<file path="src/u256alu_pkg.sv">
// Package: beat types, action codes and constants for the 256-bit ALU
`timescale 1ns / 1ps
package u256alu_pkg;
  localparam int unsigned LIMBS = 8;
  localparam int unsigned QDEPTH = 4;
  localparam int unsigned QPTRW = 2;
  localparam logic [31:0] LIMB_MASK = 32'hffffffff;

  typedef enum logic [1:0] {
    ACT_ADD = 2'd0,
    ACT_SUB = 2'd1,
    ACT_MUL = 2'd2,
    ACT_CMP = 2'd3
  } action_t;

  typedef struct packed {
    logic [1:0]  action;
    logic [63:0] a_w0;
    logic [63:0] a_w1;
    logic [63:0] a_w2;
    logic [63:0] a_w3;
    logic [63:0] b_w0;
    logic [63:0] b_w1;
    logic [63:0] b_w2;
    logic [63:0] b_w3;
  } in_beat_t;

  typedef struct packed {
    logic [63:0] r_w0;
    logic [63:0] r_w1;
    logic [63:0] r_w2;
    logic [63:0] r_w3;
    logic        equal_flag;
    logic        fits_64;
    logic [31:0] fold32;
  } out_beat_t;

  // classified command handed from front to back
  typedef struct packed {
    action_t      action;
    logic [255:0] a;
    logic [255:0] b;
  } cmd_t;
endpackage

</file>
<file path="src/u256alu_front.sv">
// Front end: accept beats, classify and push commands into a short queue
`timescale 1ns / 1ps
module u256alu_front (
  input  logic                clk,
  input  logic                rst,
  input  logic                start,
  input  u256alu_pkg::in_beat_t in_beat,
  output logic                busy,
  output logic                cmd_valid,
  output u256alu_pkg::cmd_t   cmd,
  input  logic                cmd_pop
);
  u256alu_pkg::cmd_t mem [u256alu_pkg::QDEPTH];
  logic [u256alu_pkg::QPTRW-1:0] wptr, rptr;
  logic [u256alu_pkg::QPTRW:0]   count;
  logic push;

  assign busy = (count == 3'(u256alu_pkg::QDEPTH));
  assign push = start && !busy;
  assign cmd_valid = (count != '0);
  assign cmd = mem[rptr];

  always_ff @(posedge clk) begin
    if (push) begin
      mem[wptr] <= '{action: u256alu_pkg::action_t'(in_beat.action),
                     a: {in_beat.a_w3, in_beat.a_w2, in_beat.a_w1, in_beat.a_w0},
                     b: {in_beat.b_w3, in_beat.b_w2, in_beat.b_w1, in_beat.b_w0}};
    end
  end

  always_ff @(posedge clk) begin
    if (rst) begin
      wptr <= '0;
      rptr <= '0;
      count <= '0;
    end else begin
      if (push) wptr <= wptr + 1'b1;
      if (cmd_pop) rptr <= rptr + 1'b1;
      count <= count + 3'(push) - 3'(cmd_pop);
    end
  end
endmodule

</file>
<file path="config.mk">
export PLATFORM = sky130hd
export DESIGN_NAME = u256alu_front
export DESIGN_NICKNAME = d
export VERILOG_FILES = /design/src/u256alu_pkg.sv /design/src/u256alu_front.sv
export SDC_FILE = /design/constraint.sdc
export NUM_CORES = 1
export LEC_CHECK = 0
export CAP_MARGIN = 15
export CORE_MARGIN = 4
export CORE_UTILIZATION = 24
export DETAILED_ROUTE_END_ITERATION = 6
export DONT_BUFFER_PORTS = 1
export GPL_ROUTABILITY_DRIVEN = 1
export GPL_TIMING_DRIVEN = 0
export PLACE_DENSITY_LB_ADDON = 0.1
export SLEW_MARGIN = 0
export SYNTH_ARGS = -nofsm -noshare
export SYNTH_HDL_FRONTEND = slang
export SYNTH_SLANG_ARGS = --single-unit
export TNS_END_PERCENT = 10
</file>
<file path="constraint.sdc">
create_clock -name clk -period 30.7 [get_ports clk]
set_clock_uncertainty 0.15 [all_clocks]
set_input_delay 4.605 -clock clk [delete_from_list [all_inputs] [get_ports clk]]
set_output_delay 4.605 -clock clk [all_outputs]
set_load 0.05 [all_outputs]
</file>
Yosys cells after proc, flatten, opt, wreduce, memory -nomap -nowiden
Memory sizes are Yosys's and may differ from the RTL's. A register that Yosys moved wholly into a read port is not among the register bits.
Cells that the tools add are included.
W data, S select, Z words.
{"block": "op_classes", "add_sub_neg": 4, "mul": 0, "div_mod_pow": 0, "order_cmp": 0, "eq_ne": 1, "shifts": 0, "mux": 4, "n_bitwise": 0, "n_reduce_logical": 3}
{"op": "$add A2 B1 Y2 const B", "n": 2}
{"op": "$mux W2", "n": 2}
{"op": "$add A3 B1 Y3", "n": 1}
{"op": "$eq A3 B3 Y1 const B", "n": 1}
{"op": "$reduce_bool A3 Y1", "n": 1}
{"op": "$sub A3 B1 Y3", "n": 1}
{"op": "$mux W1", "n": 2}
{"op": "$logic_and A1 B1 Y1", "n": 1}
{"op": "$logic_not A1 Y1", "n": 1}
{"block": "totals", "ff_bits": 7, "latch_bits": 0, "ramBits": 2056, "romBits": 0, "input_bits": 518, "output_inout_bits": 516, "wordCells": 16, "n_memories": 1}
{"name": "mem", "depth": 4, "word_bits": 514, "rd": 1, "rd_clocked_by_memory_dff": 1, "wr": 1, "line_no": "u256alu_front.sv:13", "rtl": "u256alu_pkg::cmd_t mem [u256alu_pkg::QDEPTH];"}

Logic depth before layout (Yosys ltp)
{"block": "depth", "ltp_word": 5, "ltp_mapped": 11, "mapped_depth_nobuf": 11}

Worst setup path after synthesis
No wires, ideal clock.
{"block": "synth_timing", "kind": "input-to-reg", "from": "input port start", "to": "memory mem[0][0] (netlist bit) (enable)", "setup_time_ns": 0.946, "t_arrival_ns": 16.525, "required_ns": 29.604, "slack_ns": 13.080, "cell_stages": 3, "path_buffers": 0, "path_cell_list": "inv_1 -> nor2_1 -> and2_1"}
{"block": "synth_between", "elab_chain_len": 3}
{"element": "start: declaration", "line_no": "u256alu_front.sv:6", "rtl": "input logic start,"}
{"element": "$logic_and A1 B1 Y1", "line_no": "u256alu_front.sv:19", "rtl": "assign push = start && !busy;"}
{"element": "$mux W1", "line_no": "u256alu_front.sv:24", "rtl": "if (push) begin"}
{"element": "$mux W1 (not written as such)", "line_no": "u256alu_front.sv:25", "rtl": "mem[wptr] <= '{action: u256alu_pkg::action_t'(in_beat.action),"}
{"element": "end: declaration", "line_no": "u256alu_front.sv:13"}
Every way passes these cells.

==> results by stage <==
Worst hold path:
- The worst min-delay path class is flop to flop.
- The hold-critical path endpoint is rptr[1].
- The startpoint identified for the worst hold timing path is rptr[1].
- The worst hold path was traced through 2 stages.

Detailed routing:
- Dividing the detail-routed wire length by the instance count gives 27.7 µm.
- The detailed router finished its first iteration with 1739 violations.
- Using the TritonRoute via totals, the vias-per-cell ratio works out to 4.11.
- In this run the remaining antenna-violating nets after routing total 0.
- The routed layout has 30100 vias.
- The number of iterations in the first detailed-routing pass is 5.
- After detailed routing, the number of remaining DRC violations is 0.
- The sum of routed wire length over all layers is 203000 µm.

Place:
- After detailed placement, the total cell area comes to 81000 µm².
- Once detailed placement completed, the half-perimeter wirelength came to 144000 µm.
- At the end of routability-driven placement, the weighted congestion stood at 0.724.
- Port buffering added 0 buffers.

Floorplanning:
- The die extent in y is 566 µm.
- Once the floorplan was initialized, standard cells occupied 24.1% of the core.
- The core box area is 309000 µm².
- The die footprint is 320000 µm².
- The number of top-level pins is 1034.
- The floorplan has 204 rows.
- Measured along the x axis, the die boundary spans 566 µm.

Timing:
- Setup repair after global routing left no endpoint under its margin.
- Based on the critical path, the design can be clocked at up to 118 MHz.
- The max-slew violation count is 0.
- Setup violations remaining at the end of the flow were counted as 0.
- The accumulated negative setup slack is 0 ps.
- At the pin with the least slew margin, the transition time is 1140 ps.
- The normalized max-slew margin is 23.7%.
- The final hold violation count is 0.
- The clock period could shrink to 8510 ps.
- The final clock period utilization by the worst path is 27.7%.
- The hold slack is 381 ps.

Pwr:
- The share of power burned in combinational logic is 17.2%.
- The clock network fraction of design power is 36.7%.
- Internal power comes to 0.00530 W.
- The analysis attributes to cell leakage a power of 26.6 nW.
- The sequential share of power is 46.1%.
- In this run the power spent charging and discharging nets is 0.00216 W.
- The share of total power consumed by net switching is 29.0%.
- In this run the power density over the cells is 84.2 nW/µm².
- The maximum vdd drop is 0.0467 mV.
- The completed layout was analyzed and its total power is 0.00746 W.

CTS:
- The insertion delay of the later-clocked pin in the worst-skew pair is 860 ps.
- Hold repair after CTS inserted 0 buffers.
- Clock tree synthesis selected as its root buffer the cell sky130_fd_sc_hd__clkbuf_16.
- The number of gates resized after CTS is 0.
- The number of buffers on the longest clock path is 4.
- Counting the buffers created by CTS gives 228.
- The H-tree was split into 4 levels.
- After clock tree synthesis, the clock-pin slew on the worst setup and hold paths is 60 ps.
- Buffers added to address setup during post-CTS repair amount to 0.
- The clock sink count is 2065.
- TritonCTS built the clock tree.

Critical path:
- In this run the critical register-to-register path is launched from count[1].
- The worst setup path is captured at an output pin.
- STA puts the critical path data arrival time at 3750 ps.
- The data required time of the critical path is 25950 ps.
- The critical path start-end classification is flop to output pin.
- The top fanout value on the critical path is 10.
- The worst register-to-register path has a depth of 8.
- The worst setup path is launched from a flop.
- The worst register-to-register path has a setup slack of 27050 ps.
- In this run the critical register-to-register path is captured at mem[1][497].

Cells and area:
- The area growth from synthesis to layout is 18.7%.
- The final layout net count is 3534.
- Cells with a size suffix above 1 make up 31.3% of the layout.
- After filler insertion, the fill cell instance count of the layout stands at 29900.
- The final cell area excluding filler cells is 88600 µm².
- The utilization of the core after routing is 28.6%.

Synthesis:
- Summing the sequential cell areas from Yosys gives 82.9% of the chip area.
- After synthesis the cells add up to 74600 µm².
- After technology mapping, the gate count stands at 2732.
- The largest total area in the synthesized netlist belongs to sky130_fd_sc_hd__edfxtp_1.
- The share of the synthesized area in the top cell type is 82.7%.
- In the post-synthesis netlist, the biggest area contributors are sky130_fd_sc_hd__edfxtp_1, sky130_fd_sc_hd__mux4_2, sky130_fd_sc_hd__buf_6.
- Yosys mapped the design onto 23 distinct sky130hd cell types.
- The number of flip-flops and latches in the synthesized netlist is 2065.
- The post-synthesis area per instance is 27.3 µm².
- The number of nets in the synthesized netlist is 3257.
- The synthesis warning total is 0.

Run:
- The number of max-cap violations is 0.

GRT:
- The largest net degree at the start of global routing is 55.
- The via count of the first global-routing pass is 33000.
- The number of antenna violations at the first check in global routing is 10.
- For this run the aggregate overflow at the end of global routing stands at 0.
- The first global-routing pass estimated 273000 µm of wire.
- For this run, the total global-route usage over all layers was measured as 12.2%.

Run status:
- The flow ran to the end, and the final reports show no timing, DRC or antenna violations.
[synth_stat cells, drive strengths merged]
| cell | instances |
|---|---|
| ha | 6 |
| nand2b | 2 |
| fa | 1 |
| xor2 | 2 |
| xnor2 | 1 |
| nor2 | 6 |
| a21oi | 1 |
| nor3b | 1 |
| clkbuf | 8 |
| nor3 | 1 |
| buf | 107 |
| mux4 | 514 |
| and2 | 5 |
| nor2b | 1 |
| inv | 6 |
| or3 | 2 |
| o21ai | 1 |
| dfxtp | 9 |
| mux2i | 1 |
| nand2 | 1 |
| edfxtp | 2056 |
[worst max path at each step]
| stage | from | endpoint | slack, ps | cells after the start |
|---|---|---|---|---|
| 6_report | flop | cmd[364] | 22190 | 4 |
| 5_1_grt | flop | cmd[364] | 21850 | 4 |
| 4_1_cts | flop | cmd[364] | 21750 | 4 |
| 3_5_place_dp | flop | cmd[364] | 22760 | 4 |
| 3_3_place_gp | start | mem[3][492] | 2220 | 3 |
| 2_1_floorplan | start | mem[0][0] | 13080 | 3 |
[power by group through the flow]
stage                     clock [W]  sequential [W]  combinational (W)
after global placement            0         0.00380            0.00126
after detailed placement          0         0.00350            0.00132
after floorplan                   0         0.00364           0.000972
final                       0.00274         0.00344            0.00128
after CTS                   0.00285         0.00344            0.00132
after global routing        0.00296         0.00346            0.00134
[area by class of cell]
cell class	count	area [µm²]	area share, %
tap	4120	5150	5.82
buffer	115	888	1.00
clock inverter	153	1670	1.89
antenna	10	25.0	0.0282
multi-input combinational	546	11800	13.4
clock buffer	265	5860	6.62
inverter	6	22.5	0.0254
timing repair buffer	47	1240	1.40
sequential	2065	61900	69.9
[sequential cells by signal, summed over array words and instances, names as in the netlist, named ones only]
signal,flops
count,3
mem,2056
rptr,2
wptr,2
[worst max-delay path: stages (launching register included)]
cell and delay [ps]:
sky130_fd_sc_hd__dfxtp_1 300, sky130_fd_sc_hd__buf_2 560, sky130_fd_sc_hd__clkbuf_1 830, sky130_fd_sc_hd__buf_2 520, sky130_fd_sc_hd__mux4_2 600
[kinds of logic (layout without fill, tap and decap cells)]
| group | after synthesis | in the layout | share of synthesized area, % |
|---|---|---|---|
| flops | 2065 | 2065 | 82.9 |
| fa+ha+maj | 7 | 7 | 0.127 |
| other cells | 0 | 10 | 0 |
| simple gates | 19 | 19 | 0.136 |
| compound gates | 2 | 2 | 0.0134 |
| mux | 515 | 515 | 15.5 |
| xor+xnor | 3 | 3 | 0.0352 |
| buf+inv | 121 | 586 | 1.22 |
[layer usage]
| metal | vias up | track usage [%] | part of all wire (%) |
|---|---|---|---|
| met5 | - | 0 | 0.018 |
| met4 | 4 | 3.67 | 3.1 |
| met3 | 286 | 8.88 | 16 |
| met2 | 1070 | 20.9 | 50 |
| met1 | 16200 | 11.4 | 31 |
| li1 | 12600 | - | - |
[cell usage in the layout, fill, tap and decap left out, types with 4 or more instances in the layout]
cell type and n:
sky130_fd_sc_hd__inv_16 5, sky130_fd_sc_hd__inv_1 6, sky130_fd_sc_hd__clkinv_2 35, sky130_fd_sc_hd__inv_6 6
sky130_fd_sc_hd__and2_4 4, sky130_fd_sc_hd__clkinv_4 5, sky130_fd_sc_hd__bufinv_16 31, sky130_fd_sc_hd__diode_2 10
sky130_fd_sc_hd__mux4_2 514, sky130_fd_sc_hd__clkbuf_16 228, sky130_fd_sc_hd__clkinv_1 54, sky130_fd_sc_hd__buf_6 53
sky130_fd_sc_hd__edfxtp_1 2056, sky130_fd_sc_hd__buf_2 53, sky130_fd_sc_hd__ha_1 6, sky130_fd_sc_hd__dfxtp_1 9
sky130_fd_sc_hd__clkinvlp_4 14, sky130_fd_sc_hd__clkbuf_1 43, sky130_fd_sc_hd__buf_16 43, sky130_fd_sc_hd__nor2_1 6
[through the flow]
| stage | worst slack (ps) | std cells |
|---|---|---|
| after floorplan | 13080 | 2732 |
| after global placement | 2220 | 6852 |
| after detailed placement | 22760 | 6898 |
| after CTS | 21750 | 7316 |
| after global routing | 21850 | 7326 |
| final | 22190 | 7327 |
(Power assumes the default switching activity.)
